<file path="src/rtl/core/fdc_pkg.sv">
package fdc_pkg;

	localparam int PIDX_W  = 6;   // point_index field
	localparam int CNT_F_W = 7;   // point count as seen by the controller
	localparam int LABEL_W = 7;   // cluster_label field
	localparam int LVL_W   = 7;   // membership level numerator
	localparam int CFG_W   = 7;   // min_pts_low / min_pts_high
	localparam int EPS_W   = 35;  // eps_squared
	localparam int IN_W    = 32;  // s_tdata
	localparam int OUT_W   = 16;  // m_tdata
	localparam int CFGI_W  = 2;   // cfg_index
	localparam int CFGD_W  = 35;  // cfg_data

	localparam logic [LABEL_W-1:0] NOISE = '1;

	localparam logic [CFGI_W-1:0] REG_EPS     = 2'd0;
	localparam logic [CFGI_W-1:0] REG_MIN_LOW = 2'd1;
	localparam logic [CFGI_W-1:0] REG_MIN_HI  = 2'd2;

	typedef enum logic [3:0] {
		S_LOAD, S_OUTER, S_CTR_LD, S_SCAN, S_DRAIN, S_POP, S_POP_RD, S_QTEST,
		S_BSCAN, S_UPD_RD, S_UPD_WR, S_EMIT_RD, S_EMIT_LD
	} state_t;

	typedef enum logic [1:0] {
		PH_OUTER, PH_SEED, PH_GROW, PH_BORDER
	} phase_t;

	typedef enum logic [1:0] {
		M_COUNT, M_PUSH, M_BORDER
	} mode_t;

	typedef struct packed {
		logic              load;
		logic              clear_all;
		logic [PIDX_W-1:0] addr;
		logic              ctr_load;
		logic              scan_v;
		mode_t             mode;
		logic              pop;
		logic              new_cluster;
		logic              mark_core;
		logic              mark_border;
		logic              set_blevel;
		logic              upd_wr;
		logic              out_load;
		logic              last;
	} cmd_t;

	typedef struct packed {
		logic [CNT_F_W-1:0] count;
		logic               vis;
		logic               bord;
		logic               busy;
		logic               sp_zero;
		logic [PIDX_W-1:0]  stk_q;
		logic               seed_ok;
		logic               out_free;
	} stat_t;

	// Membership numerator for a neighbor count n.
	function automatic logic [LVL_W-1:0] level_of(input logic [CFG_W-1:0] n,
			input logic [CFG_W-1:0] lo, input logic [CFG_W-1:0] hi);
		logic [CFG_W-1:0] d;
		d = (hi > lo) ? (hi - lo) : CFG_W'(1);
		if (n >= hi)
			return LVL_W'(d);
		else if (n <= lo)
			return '0;
		else
			return LVL_W'(n - lo);
	endfunction

endpackage

</file>
<file path="src/rtl/core/fdc_ctrl.sv">
module fdc_ctrl (
	input  logic           clk,
	input  logic           arst_n,
	input  logic           in_valid,
	input  logic           in_last,
	output logic           in_ready,
	input  fdc_pkg::stat_t stat,
	output fdc_pkg::cmd_t  cmd
);
	import fdc_pkg::*;

	state_t state_q, state_d;
	phase_t ph_q, ph_d;
	logic [CNT_F_W-1:0] i_q, i_d, j_q, j_d, k_q, k_d;
	logic [PIDX_W-1:0]  q_q, q_d;
	logic q_in;

	assign q_in = {1'b0, q_q} < stat.count;

	always_ff @(posedge clk or negedge arst_n) begin
		if (!arst_n) begin
			state_q <= S_LOAD;
			ph_q    <= PH_OUTER;
			i_q     <= '0;
			j_q     <= '0;
			k_q     <= '0;
			q_q     <= '0;
		end else begin
			state_q <= state_d;
			ph_q    <= ph_d;
			i_q     <= i_d;
			j_q     <= j_d;
			k_q     <= k_d;
			q_q     <= q_d;
		end
	end

	// next state
	always_comb begin
		state_d = state_q;
		ph_d    = ph_q;
		i_d     = i_q;
		j_d     = j_q;
		k_d     = k_q;
		q_d     = q_q;
		case (state_q)
			S_LOAD: begin
				if (in_valid && in_last) begin
					i_d     = '0;
					state_d = S_OUTER;
				end
			end
			S_OUTER: begin
				if (i_q == stat.count) begin
					k_d     = '0;
					state_d = S_EMIT_RD;
				end else if (stat.vis) begin
					i_d = i_q + CNT_F_W'(1);
				end else begin
					ph_d    = PH_OUTER;
					state_d = S_CTR_LD;
				end
			end
			S_CTR_LD: begin
				j_d     = '0;
				state_d = S_SCAN;
			end
			S_SCAN: begin
				j_d = j_q + CNT_F_W'(1);
				if (j_q + CNT_F_W'(1) == stat.count)
					state_d = S_DRAIN;
			end
			S_DRAIN: begin
				if (!stat.busy) begin
					case (ph_q)
						PH_OUTER: begin
							if (stat.seed_ok) begin
								ph_d    = PH_SEED;
								state_d = S_CTR_LD;
							end else begin
								i_d     = i_q + CNT_F_W'(1);
								state_d = S_OUTER;
							end
						end
						PH_BORDER: begin
							k_d     = k_q + CNT_F_W'(1);
							state_d = S_BSCAN;
						end
						default: state_d = S_POP;
					endcase
				end
			end
			S_POP: begin
				if (stat.sp_zero) begin
					k_d     = '0;
					state_d = S_BSCAN;
				end else begin
					state_d = S_POP_RD;
				end
			end
			S_POP_RD: begin
				q_d     = stat.stk_q;
				state_d = S_QTEST;
			end
			S_QTEST: begin
				if (q_in && !stat.vis && !stat.bord) begin
					ph_d    = PH_GROW;
					state_d = S_CTR_LD;
				end else begin
					state_d = S_POP;
				end
			end
			S_BSCAN: begin
				if (k_q == stat.count) begin
					k_d     = '0;
					state_d = S_UPD_RD;
				end else if (stat.bord) begin
					ph_d    = PH_BORDER;
					state_d = S_CTR_LD;
				end else begin
					k_d = k_q + CNT_F_W'(1);
				end
			end
			S_UPD_RD: begin
				if (k_q == stat.count) begin
					i_d     = i_q + CNT_F_W'(1);
					state_d = S_OUTER;
				end else begin
					state_d = S_UPD_WR;
				end
			end
			S_UPD_WR: begin
				k_d     = k_q + CNT_F_W'(1);
				state_d = S_UPD_RD;
			end
			S_EMIT_RD: begin
				if (k_q == stat.count)
					state_d = S_LOAD;
				else
					state_d = S_EMIT_LD;
			end
			S_EMIT_LD: begin
				if (stat.out_free) begin
					k_d     = k_q + CNT_F_W'(1);
					state_d = S_EMIT_RD;
				end
			end
			default: state_d = S_LOAD;
		endcase
	end

	// commands
	always_comb begin
		cmd      = '0;
		in_ready = 1'b0;
		case (ph_q)
			PH_OUTER:  cmd.mode = M_COUNT;
			PH_BORDER: cmd.mode = M_BORDER;
			default:   cmd.mode = M_PUSH;
		endcase
		case (state_q)
			S_LOAD: begin
				in_ready = 1'b1;
				cmd.load = in_valid;
			end
			S_OUTER: cmd.addr = i_q[PIDX_W-1:0];
			S_CTR_LD: cmd.ctr_load = 1'b1;
			S_SCAN: begin
				cmd.addr   = j_q[PIDX_W-1:0];
				cmd.scan_v = 1'b1;
			end
			S_DRAIN: begin
				if (!stat.busy) begin
					case (ph_q)
						PH_OUTER: begin
							cmd.addr = i_q[PIDX_W-1:0];
							if (stat.seed_ok) begin
								cmd.new_cluster = 1'b1;
								cmd.mark_core   = 1'b1;
							end
						end
						PH_GROW: begin
							cmd.addr      = q_q;
							cmd.mark_core = 1'b1;
						end
						PH_BORDER: begin
							cmd.addr       = k_q[PIDX_W-1:0];
							cmd.set_blevel = 1'b1;
						end
						default: cmd.addr = '0;
					endcase
				end
			end
			S_POP: cmd.pop = !stat.sp_zero;
			S_QTEST: begin
				cmd.addr        = q_q;
				cmd.mark_border = q_in && (stat.vis || stat.bord);
			end
			S_BSCAN:  cmd.addr = k_q[PIDX_W-1:0];
			S_UPD_RD: cmd.addr = k_q[PIDX_W-1:0];
			S_UPD_WR: begin
				cmd.addr   = k_q[PIDX_W-1:0];
				cmd.upd_wr = 1'b1;
			end
			S_EMIT_RD: begin
				cmd.addr      = k_q[PIDX_W-1:0];
				cmd.clear_all = (k_q == stat.count);
			end
			S_EMIT_LD: begin
				cmd.addr     = k_q[PIDX_W-1:0];
				cmd.out_load = stat.out_free;
				cmd.last     = (k_q + CNT_F_W'(1) == stat.count);
			end
			default: cmd.addr = '0;
		endcase
	end

`ifndef SYNTHESIS
	a_scan_bound: assert property (@(posedge clk) disable iff (!arst_n)
		state_q == S_SCAN |-> j_q < stat.count) else $error("scan past point count");
	a_emit_bound: assert property (@(posedge clk) disable iff (!arst_n)
		state_q == S_EMIT_LD |-> k_q < stat.count) else $error("label past point count");
	a_drain_from_scan: assert property (@(posedge clk) disable iff (!arst_n)
		$rose(state_q == S_DRAIN) |-> $past(state_q) == S_SCAN)
		else $error("drain without scan");
`endif

endmodule

</file>
<file path="config.mk">
export PLATFORM = sky130hd
export DESIGN_NAME = fdc_ctrl
export DESIGN_NICKNAME = d
export VERILOG_FILES = /design/src/rtl/core/fdc_pkg.sv /design/src/rtl/core/fdc_ctrl.sv
export SDC_FILE = /design/constraint.sdc
export NUM_CORES = 1
export LEC_CHECK = 0
export BUFFER_PORTS_ARGS = -buffer_cell sky130_fd_sc_hd__buf_4
export CAP_MARGIN = 20
export CORE_MARGIN = 2
export CORE_UTILIZATION = 60
export DETAILED_ROUTE_END_ITERATION = 6
export GPL_ROUTABILITY_DRIVEN = 0
export GPL_TIMING_DRIVEN = 0
export PLACE_DENSITY = 0.83
export SLEW_MARGIN = 20
export SYNTH_ARGS = -nofsm -noshare
export SYNTH_HDL_FRONTEND = slang
export SYNTH_SLANG_ARGS = --single-unit
</file>
<file path="constraint.sdc">
create_clock -name clk -period 3.7 [get_ports clk]
set_clock_uncertainty 0.1 [all_clocks]
set_input_delay 0.74 -clock clk [delete_from_list [all_inputs] [get_ports clk]]
set_output_delay 0.74 -clock clk [all_outputs]
set_load 0.03 [all_outputs]
</file>
# Word-level counts from Yosys, hierarchy flattened
# Index checks and enable logic that the tools add are counted.
[classes]
reduce_logical = 19
eq_ne = 38
addsub = 3
n_lt_le_gt_ge = 1
muxes = 62
[op_table]
columns = ["op", "n"]
rows = [
  ["2-to-1 mux 7 bit", 14],
  ["case mux 4 bit (13 select lines)", 1],
  ["2-to-1 mux 4 bit", 11],
  ["case mux 7 bit (6 select lines)", 1],
  ["inequality test 2 bit, second input constant", 17],
  ["case mux 6 bit (5 select lines)", 1],
  ["equality test 7 bit", 4],
  ["case mux 7 bit (4 select lines)", 1],
  ["2-to-1 mux 2 bit", 13],
  ["adder 7 x 1 -> 7 bit, second input constant", 3],
  ["equality test 4 bit, second input constant", 5],
  ["case mux 6 bit (3 select lines)", 1],
  ["equality test 4 x 3 -> 1 bit, second input constant", 4],
  ["case mux 7 bit (2 select lines)", 1],
  ["2-to-1 mux 1 bit", 12],
  ["inequality test 3 bit, second input constant", 3],
  ["AND reduction 9 bit", 1],
  ["equality test 4 x 2 -> 1 bit, second input constant", 2],
  ["case mux 2 bit (4 select lines)", 1],
  ["case mux 4 bit (2 select lines)", 1],
  ["AND reduction 8 bit", 1],
  ["nonzero test 4 bit", 2],
  ["less-than comparator 6 x 7 -> 1 bit", 1],
  ["AND reduction 7 bit", 1],
  ["other kinds (15)", 21],
]
[totals]
reg_bits = 33
output_inout_bits = 21
inputBits = 23

# Longest topological paths before layout
# Gate-level depths: netlist of the first run.
[logic_depth]
ltp_word = 5
mapped_depth = 9
mapped_depth_nobuf = 8

# Least setup slack after synthesis of the first run
# Ideal clock, no wire load.
[synth_path]
kind = "flip-flop to output port"
startpoint = "register k_q[0]"
endpoint = "output cmd[0] (netlist bit)"
required_ns = 2.860
arrival_ns = 2.226
path_stages_with_launch = 6
n_path_buf = 0
path_slack_ns = 0.634
path_cell_list = "dfrtp_1 ha_1 and3_1 and3_1 xnor2_1 nor4_1"
[synth_lines]
columns = ["item", "line_no", "source"]
rows = [
  ["start, declared", "fdc_ctrl.sv:14", "logic [CNT_F_W-1:0] i_q, i_d, j_q, j_d, k_q, k_d;"],
  ["start signal, assigned", "fdc_ctrl.sv:33", "k_q <= k_d;"],
  ["end, declared", "fdc_ctrl.sv:8", "output fdc_pkg::cmd_t cmd"],
]

==> results of run 1 <==
per-stage QoR:
step | cell area, um2 | hold slack, ns | setup WS, ns
6_report | 3580 | 0.277 | 0.197
3_3_place_gp | 3490 | 0.392 | 0.575
3_5_place_dp | 3490 | 0.430 | 0.580
5_1_grt | 3580 | 0.316 | 0.0674
2_1_floorplan | 3110 | 0.344 | 0.634
4_1_cts | 3580 | 0.297 | 0.249
cells by family after synthesis:
family,count (synthesis),synth area share (%)
XOR/XNOR,25,7.75
AND/OR/NAND/NOR,142,24.1
adder cells (fa/ha/maj),13,5.22
AO/OA/AOI/OAI,113,25.3
multiplexers,11,3.82
buffers and inverters,42,7.35
flip-flops,33,26.5
worst max-delay path by stage:
stage          startpoint  endpoint  slack [ns]  cells after the start
2_1_floorplan      k_q[0]    cmd[0]        0.63                      5
3_3_place_gp   state_q[3]   cmd[17]        0.57                      8
3_5_place_dp   state_q[3]   cmd[17]        0.58                      8
4_1_cts        state_q[3]   cmd[17]        0.25                      8
5_1_grt        state_q[3]   cmd[17]        0.07                      8
6_report       state_q[3]   cmd[16]        0.20                      8
final cells by class:
class,count,area (um2),area share (%)
Clock inverter,3,17.5,0.489
Timing Repair Buffer,39,293,8.18
Multi-Input combinational cell,304,2060,57.5
Sequential cell,33,826,23.1
Inverter,18,67.6,1.89
Tap cell,70,87.6,2.45
Clock buffer,5,68.8,1.92
Buffer,24,161,4.51
state kept, by name (all words and copies together) (netlist names):
register,flops
k_q,7
q_q,6
state_q,4
i_q,7
j_q,7
ph_q,2
metal layers:
layer	routed length [um]	track usage, %	up-vias
met5	0	0	-
met3	867	4.38	43
met2	4290	52.0	243
met4	210	8.00	0
li1	-	-	1480
met1	3740	43.8	1500
worst reg2reg max path: stages, from the launching register on:
cell       delay (ns)
dfrtp_1          0.44
ha_1             0.18
clkbuf_1         0.42
a211o_1          0.22
a31oi_2          0.11
a2111oi_4        0.63
o21ai_1          0.17
a22o_1           0.26
cells in the mapped netlist, types with 3 or more instances:
cell type	n	share of area (%)
dfrtp_1	33	27
nor2_1	33	4.0
nand2_1	30	3.6
o21ai_0	19	3.1
a21oi_1	18	2.9
inv_1	18	2.2
nand3_1	14	2.2
nor3_1	14	2.2
ha_1	13	5.2
xnor2_1	12	3.4
o21ai_1	10	1.6
xor2_1	10	2.8
o211ai_1	9	2.2
a31oi_1	8	1.6
clkbuf_1	8	0.96
and3_1	7	1.4
buf_6	7	2.5
a22o_1	6	1.7
a22oi_1	6	1.4
buf_2	6	0.96
mux2_2	6	2.2
nand2b_1	5	1.0
nor2b_1	5	1.0
o31ai_1	5	1.2
or3_1	5	1.0
a211oi_1	4	0.96
a21o_1	4	0.96
a222oi_1	4	1.3
and2_1	4	0.80
mux2i_1	4	1.3
buf_4	3	0.72
nand4_1	3	0.60
o21a_1	3	0.72
xnor2_2	3	1.6
where the power goes:
group	switching [uW]	total, uW	internal [uW]
Sequential	120	570	450
Combinational	918	1490	568
Clock	152	283	130
==> flow_metrics.env, run 1 <==
export IMPL_worstSkewPairLatency_ns=0.29
export IMPL_numPlacedInstances=488
export IMPL_reg2reg_to="k_q[6]"
export IMPL_yosysSeqAreaShare_pct=26.5
export IMPL_die_area_um2=5780
export IMPL_grt_pass1_wl_um=14800
export IMPL_grt_pass1_vias=2989
export IMPL_htreeDepth=2
export IMPL_crit_path_top_delay_cell="or3_1"
export IMPL_final_common_cell="buf_4"
export IMPL_antenna_cells=0
export IMPL_grt_ovfl_total=0
export IMPL_outcome="finished with violations"
export IMPL_drv_cap=0
export IMPL_clock_sinks=33
export IMPL_max_clock_path_buffers=2
export IMPL_clockRootBuffer="clkbuf_8"
export IMPL_p_per_area_nw_per_um2=653
export IMPL_yosys_warnings=0
export IMPL_vdd_drop_max_v=0.000345
export IMPL_core_um2=5040
export IMPL_die_x_um=76.0
export IMPL_cp_top_family="simple AND/OR/NAND/NOR gates"
export IMPL_cts_resized=0
export IMPL_async_flop_share_pct=100
export IMPL_hold_viol_final=0
export IMPL_drc=1
export IMPL_drt_initial_drc_count=528
export IMPL_totalWireLength_um=9110
export IMPL_violations="DRC"
export IMPL_grt_max_degree=34
export IMPL_crit_type="reg2out"
export IMPL_synth_edf_count=0
export IMPL_report_final_slew_viol_count=0
export IMPL_synth_area_um2=3110
export IMPL_cts_buffers=5
export IMPL_dr_pass1_iters=7
export IMPL_ioPinCount=44
export IMPL_ys_ff_latch=33
export IMPL_ctsHoldBuffers=0
export IMPL_rows=26
export IMPL_syn_to_final_growth_pct=15.0
export IMPL_worst_setup_path_end_kind="primary output"
export IMPL_avgSynthCellArea_um2=8.22
export IMPL_cp_required_ns=2.86
export IMPL_layout_common_cells="42 x buf_4, 33 x nor2_1, 33 x dfrtp_1, 30 x nand2_1, 19 x o21ai_0"
export IMPL_start_kind="flop"
export IMPL_hp_class="in2async"
export IMPL_ys_types=67
export IMPL_finalCriticalPeriod_ns=3.50
export IMPL_p_total_uw=2340
export IMPL_nets=461
export IMPL_critPathMostFrequentCell="buf_2"
export IMPL_ant_nets=0
export IMPL_drive_gt1_share_pct=20.0
export IMPL_period_share_pct=94.7
export IMPL_grt_usage_pct=31.4
export IMPL_start_util_pct=61.8
export IMPL_rsz0062_at_grt="no"
export IMPL_worstRegToRegCells=7
export IMPL_slew_headroom_pct=41.9
export IMPL_io_buffers=39
export IMPL_syn_inst=379
export IMPL_p_leak_uw=0.00157
export IMPL_wl_per_cell_um=18.4
export IMPL_instances_no_fill=496
export IMPL_critPathMaxFanout=10
export IMPL_critPathMaxStageDelay_ns=0.45
export IMPL_worstMarginPinSlew_ns=0.860
export IMPL_vias=3266
export IMPL_r2r_start="ph_q[1]"
export IMPL_fill_cells=422
export IMPL_cts_tree="done"
export IMPL_antenna_found_initial=0
export IMPL_cts_clk_slew_worst_paths_ns=0.08
export IMPL_critPathBufInv=4
export IMPL_synth_nets=415
export IMPL_setup_viol=0
export IMPL_fin_util_pct=71.0
export IMPL_vias_per_cell=6.58
export IMPL_finalSetupTns_ns=0
export IMPL_dp_hpwl_um=6840
export IMPL_crit_chain="buf_2 -> buf_2 -> nand2b_1 -> or3_1 -> or2_0 -> clkbuf_1 -> o211ai_1 -> buf_4"
export IMPL_synth_ff_type="dfrtp_1"
export IMPL_fmax_mhz=285
export IMPL_die_h_um=76.0
export IMPL_arrival_ns=2.66
export IMPL_cts_setup_buffers=0
export IMPL_reg2reg_slack_ns=1.08
(Power assumes the default switching activity.)
==> run 2: changes to the inputs <==
Settings changed: CORE_UTILIZATION 60 to 45, PLACE_DENSITY 0.83 to 0.65.
==> run 2 against run 1 <==
  * The run now ends clean
  * First-iteration DRC count down 32%
  * Critical endpoint is now cmd[17]
  * Largest cell class unchanged
  * Sequential share of layout area down 0.056 points
  * Count of clock-buffer cells in the layout up 1
  * Largest power group unchanged
==> flow_metrics.env, run 2 (synthesis gave the netlist of run 1 again) <==
export IMPL_p_per_area_nw_per_um2=647
export IMPL_cp_required_ns=2.86
export IMPL_place_area_um2=3510
export IMPL_setup_viol=0
export IMPL_die_area_um2=7600
export IMPL_fill_cells=665
export IMPL_nets=461
export IMPL_ioPinCount=44
export IMPL_swShare_pct=50.6
export IMPL_reg2reg_slack_ns=1.09
export IMPL_reg_largest_list="i_q: 7 flops, j_q: 7 flops, k_q: 7 flops"
export IMPL_start_kind="flop"
export IMPL_period_share_pct=94.2
export IMPL_p_total_uw=2320
export IMPL_hold_worst_slack_ns=0.277
export IMPL_combPwrFrac_pct=63.6
export IMPL_reg2reg_to="k_q[2]"
export IMPL_cts_clk_slew_worst_paths_ns=0.07
export IMPL_grt_ovfl_total=0
export IMPL_vias=3128
export IMPL_regArea_um2=826
export IMPL_p_clk_share_pct=11.8
export IMPL_crit_type="reg2out"
export IMPL_clockRootBuffer="clkbuf_8"
export IMPL_slew_headroom_pct=49.4
export IMPL_syn_to_final_growth_pct=15.3
export IMPL_layout_common_cells="42 x buf_4, 33 x nor2_1, 33 x dfrtp_1, 30 x nand2_1, 19 x o21ai_0"
export IMPL_drv_cap=0
export IMPL_vdd_drop_max_v=0.000288
export IMPL_grt_max_degree=34
export IMPL_hp_class="in2async"
export IMPL_final_area_um2=3590
export IMPL_hold_viol_final=0
export IMPL_rsz0062_at_grt="no"
export IMPL_totalWireLength_um=9110
export IMPL_drive_gt1_share_pct=19.7
export IMPL_die_h_um=87.2
export IMPL_wl_per_cell_um=18.0
export IMPL_clock_sinks=33
export IMPL_outcome="finished clean"
export IMPL_core_um2=6760
export IMPL_worstMarginPinSlew_ns=0.760
export IMPL_htreeDepth=2
export IMPL_ant_nets=0
export IMPL_startpoint="state_q[3]"
export IMPL_rows=30
export IMPL_start_util_pct=46.1
export IMPL_vias_per_cell=6.18
export IMPL_antenna_cells=0
export IMPL_cts_setup_buffers=0
export IMPL_cts_buffers=5
export IMPL_die_x_um=87.2
export IMPL_io_buffers=39
export IMPL_r2r_start="ph_q[1]"
export IMPL_dp_hpwl_um=6960
export IMPL_worstSkewPairLatency_ns=0.30
export IMPL_p_seq_share_pct=24.6
export IMPL_internal_power_uw=1150
export IMPL_worstRegToRegCells=7
export IMPL_ctsHoldBuffers=0
export IMPL_max_clock_path_buffers=2
export IMPL_cts_tree="done"
export IMPL_fmax_mhz=287
export IMPL_drc=0
export IMPL_report_final_slew_viol_count=0
export IMPL_finalCriticalPeriod_ns=3.49
export IMPL_finalSetupTns_ns=0
export IMPL_crit_end="cmd[17]"
export IMPL_worst_setup_path_end_kind="primary output"
export IMPL_antenna_found_initial=0
export IMPL_grt_usage_pct=24.9
export IMPL_cts_resized=0
export IMPL_arrival_ns=2.65
export IMPL_multiInputGateArea_um2=2060
export IMPL_p_sw_uw=1170
export IMPL_grt_pass1_wl_um=14700
export IMPL_grt_pass1_vias=2917
export IMPL_p_leak_uw=0.00157
export IMPL_final_common_cell="buf_4"
export IMPL_dr_pass1_iters=7
export IMPL_drt_initial_drc_count=358
export IMPL_critPathMaxFanout=10
-- run 2: final cells by class --
cell class | count | share of cell area, %
well taps | 80 | 2.79
flip-flops and latches | 33 | 23.0
clock buffers | 6 | 2.02
clock inverters | 2 | 0.279
plain buffers | 24 | 4.50
repair buffers | 39 | 8.16
inverters | 18 | 1.88
multi-input cells | 304 | 57.4
-- run 2: metal layers --
metal	GRT usage (%)	vias up	share of wire, %	wire (um)
li1	-	1483	-	-
met1	34.8	1472	47	4240
met2	38.1	150	44	4010
met3	5.50	23	7.3	663
met4	8.53	0	2.1	191
met5	0	-	0	0
-- run 2: worst min path at each step --
stage | start | to | cells after the start
final | arst_n | j_q[5] | 1
after global routing | arst_n | j_q[2] | 1
after CTS | arst_n | k_q[3] | 1
after detailed placement | j_q[6] | j_q[6] | 1
after global placement | j_q[6] | j_q[6] | 1
after floorplan | arst_n | i_q[0] | 0
-- run 2: critical path: stages, from the launching register on --
cell,delay (ns)
dfrtp_1,0.35
buf_2,0.18
buf_2,0.21
nand2b_1,0.28
or3_1,0.45
or2_0,0.23
clkbuf_1,0.17
o221ai_1,0.26
buf_4,0.21
-- run 2: metrics by stage --
stage | std cells | utilization (%) | setup slack [ns]
2_1_floorplan | 379 | - | 0.634
3_3_place_gp | 498 | 51.9 | 0.514
3_5_place_dp | 498 | 51.9 | 0.541
4_1_cts | 506 | 53.1 | 0.227
5_1_grt | 506 | 53.1 | 0.0957
6_report | 506 | 53.1 | 0.214
-- run 2: power by group through the flow --
stage               logic (uW)  registers [uW]  clock network, uW
finish                    1480             571                275
detailed placement        1450             575                  0
CTS                       1450             568                280
floorplan                 1090             530                  0
global placement          1440             573                  0
global route              1610             582                298
==> run 3: changes to the inputs <==
Settings changed: PLACE_DENSITY 0.65 to unset, PLACE_DENSITY_LB_ADDON set to 0.3.
Clock period 3.7 ns to 2.9 ns, I/O delays scaled along.
==> run 3 against run 2 <==
  * The flow now finishes with violations (DRC, setup timing)
  * Sequential share of layout area shrank 1.2 points
  * Core utilization grew 3.1 points
  * Routed wire length grew 0.51%
  * First-iteration DRC count rose by 26%
  * Die area is the same
  * Sequential power up 28%
  * Largest cell class unchanged
  * Highest routed layer unchanged
==> flow_metrics.env, run 3 (synthesis gave the netlist of run 1 again) <==
export IMPL_core_um2=6760
export IMPL_critPathMostFrequentCell="or2_4"
export IMPL_numPlacedInstances=498
export IMPL_hold_viol_final=0
export IMPL_worstMarginPinSlew_ns=0.801
export IMPL_start_util_pct=46.1
export IMPL_fmax_mhz=343
export IMPL_ctsHoldBuffers=0
export IMPL_outcome="finished with violations"
export IMPL_violations="DRC, setup timing"
export IMPL_max_clock_path_buffers=2
export IMPL_rows=30
export IMPL_setup_viol=1
export IMPL_drive_gt1_share_pct=25.3
export IMPL_crit_path_top_delay_cell="or3_4"
export IMPL_dp_hpwl_um=6760
export IMPL_instances_no_fill=515
export IMPL_p_leak_uw=0.00165
export IMPL_clockRootBuffer="clkbuf_8"
export IMPL_grt_ovfl_total=0
export IMPL_rsz0062_at_grt="yes"
export IMPL_antenna_found_initial=0
export IMPL_ant_nets=0
export IMPL_period_share_pct=101
export IMPL_totalWireLength_um=9150
export IMPL_vdd_drop_max_v=0.000464
export IMPL_drc=1
export IMPL_hold_worst_slack_ns=0.125
export IMPL_io_buffers=39
export IMPL_timing_final_ws_setup_ns=-0.0195
export IMPL_reg_largest_list="i_q: 7 flops, j_q: 7 flops, k_q: 7 flops"
export IMPL_critPathMaxStageDelay_ns=0.41
export IMPL_p_per_area_nw_per_um2=862
export IMPL_drv_cap=0
export IMPL_start_kind="flop"
export IMPL_hp_class="in2async"
export IMPL_crit_chain="buf_6 -> or2_4 -> or3_4 -> or2_4 -> o211ai_1 -> buf_4"
export IMPL_antenna_cells=0
export IMPL_final_common_cell="buf_4"
export IMPL_report_final_slew_viol_count=0
export IMPL_cts_tree="done"
export IMPL_clock_sinks=33
export IMPL_die_area_um2=7600
export IMPL_die_h_um=87.2
export IMPL_cts_buffers=5
export IMPL_nets=470
export IMPL_htreeDepth=2
export IMPL_cts_clk_slew_worst_paths_ns=0.07
export IMPL_layout_common_cells="52 x buf_4, 31 x nor2_1, 31 x dfrtp_1, 30 x nand2_1, 19 x o21ai_0"
export IMPL_slew_headroom_pct=46.6
export IMPL_wl_per_cell_um=17.8
export IMPL_worst_setup_path_end_kind="primary output"
export IMPL_worstSkewPairLatency_ns=0.29
export IMPL_dr_pass1_iters=7
export IMPL_syn_to_final_growth_pct=22.0
export IMPL_die_x_um=87.2
export IMPL_fin_util_pct=56.2
export IMPL_cp_required_ns=2.22
export IMPL_grt_pass1_vias=2905
export IMPL_grt_pass1_wl_um=14600
export IMPL_drt_initial_drc_count=450
export IMPL_finalCriticalPeriod_ns=2.92
export IMPL_critPathMaxFanout=6
export IMPL_arrival_ns=2.24
export IMPL_crit_type="reg2out"
export IMPL_vias_per_cell=6.17
export IMPL_fill_cells=617
export IMPL_grt_max_degree=34
export IMPL_grt_usage_pct=24.4
export IMPL_vias=3179
export IMPL_ioPinCount=44
run 3: cell types whose count changed in the layout (fill, tap and decap cells not counted), moves of 2 or more:
| cell | previous run | this run |
|---|---|---|
| buf_4 | 42 | 52 |
| buf_2 | 6 | 2 |
| clkbuf_1 | 9 | 5 |
| buf_6 | 7 | 10 |
| clkinv_2 | 2 | 0 |
| dfrtp_1 | 33 | 31 |
| dfrtp_2 | 0 | 2 |
| nor2_1 | 33 | 31 |
| nor2_4 | 0 | 2 |
| or2_4 | 0 | 2 |
run 3: worst paths after layout:
check / depth (start not counted) / to / startpoint / slack [ns]
hold / removal: 1 / j_q[2] / arst_n / 0.13
min in group clk: 2 / q_q[3] / stat[5] / 0.41
setup / recovery: 6 / cmd[12] / state_q[0] / -0.02
hold reg to reg: 1 / j_q[6] / j_q[6] / 0.42
setup reg to reg: 7 / k_q[4] / ph_q[1] / 0.29
max in group asynchronous: 1 / k_q[0] / arst_n / 2.25
run 3: final cells by class:
type / instances / area [um2] / area share, %
Sequential cell: 33 / 828 / 21.8
Tap cell: 80 / 100 / 2.64
Multi-Input combinational cell: 304 / 2120 / 55.9
Timing Repair Buffer: 49 / 368 / 9.68
Clock inverter: 2 / 37.5 / 0.988
Buffer: 23 / 191 / 5.04
Inverter: 18 / 67.6 / 1.78
Clock buffer: 6 / 82.6 / 2.17
run 3: layer usage:
| metal | up-vias | GRT usage, % | wire length (um) |
|---|---|---|---|
| met1 | 1495 | 33.4 | 3910 |
| li1 | 1501 | - | - |
| met2 | 156 | 39.1 | 4260 |
| met5 | - | 0 | 0 |
| met4 | 0 | 6.15 | 192 |
| met3 | 27 | 5.31 | 787 |
run 3: worst max-delay path: cells and delay by family (launching register included):
kind | cells | cell delay (ns)
AO/OA/AOI/OAI | 1 | 0.27
flip-flops | 1 | 0.39
buffers and inverters | 2 | 0.36
AND/OR/NAND/NOR | 3 | 0.94
run 3: report_power, final:
group / internal (uW) / leakage, uW / switching, uW
clock network: 279 / 0.0000574 / 182
registers: 577 / 0.000436 / 154
logic: 856 / 0.00116 / 1230
run 3: repair_timing:
| item | in CTS | in global routing |
|---|---|---|
| pin swaps | 6 | 5 |
| setup endpoints to repair | 7 | 8 |
| setup buffers | 3 | 7 |
| cloned | 0 | 0 |
| gates resized for setup | 22 | 7 |
run 3: per-stage QoR:
step	total power (uW)	cell area, um2	setup slack (ns)	setup TNS, ns
CTS	3150	3730	-0.0275	-0.0275
global route	3500	3800	-0.0598	-0.182
detailed placement	2570	3510	-0.0949	-0.454
global placement	2540	3510	-0.0948	-0.427
floorplan	2060	3120	0.0570	0
finish	3270	3800	-0.0195	-0.0195
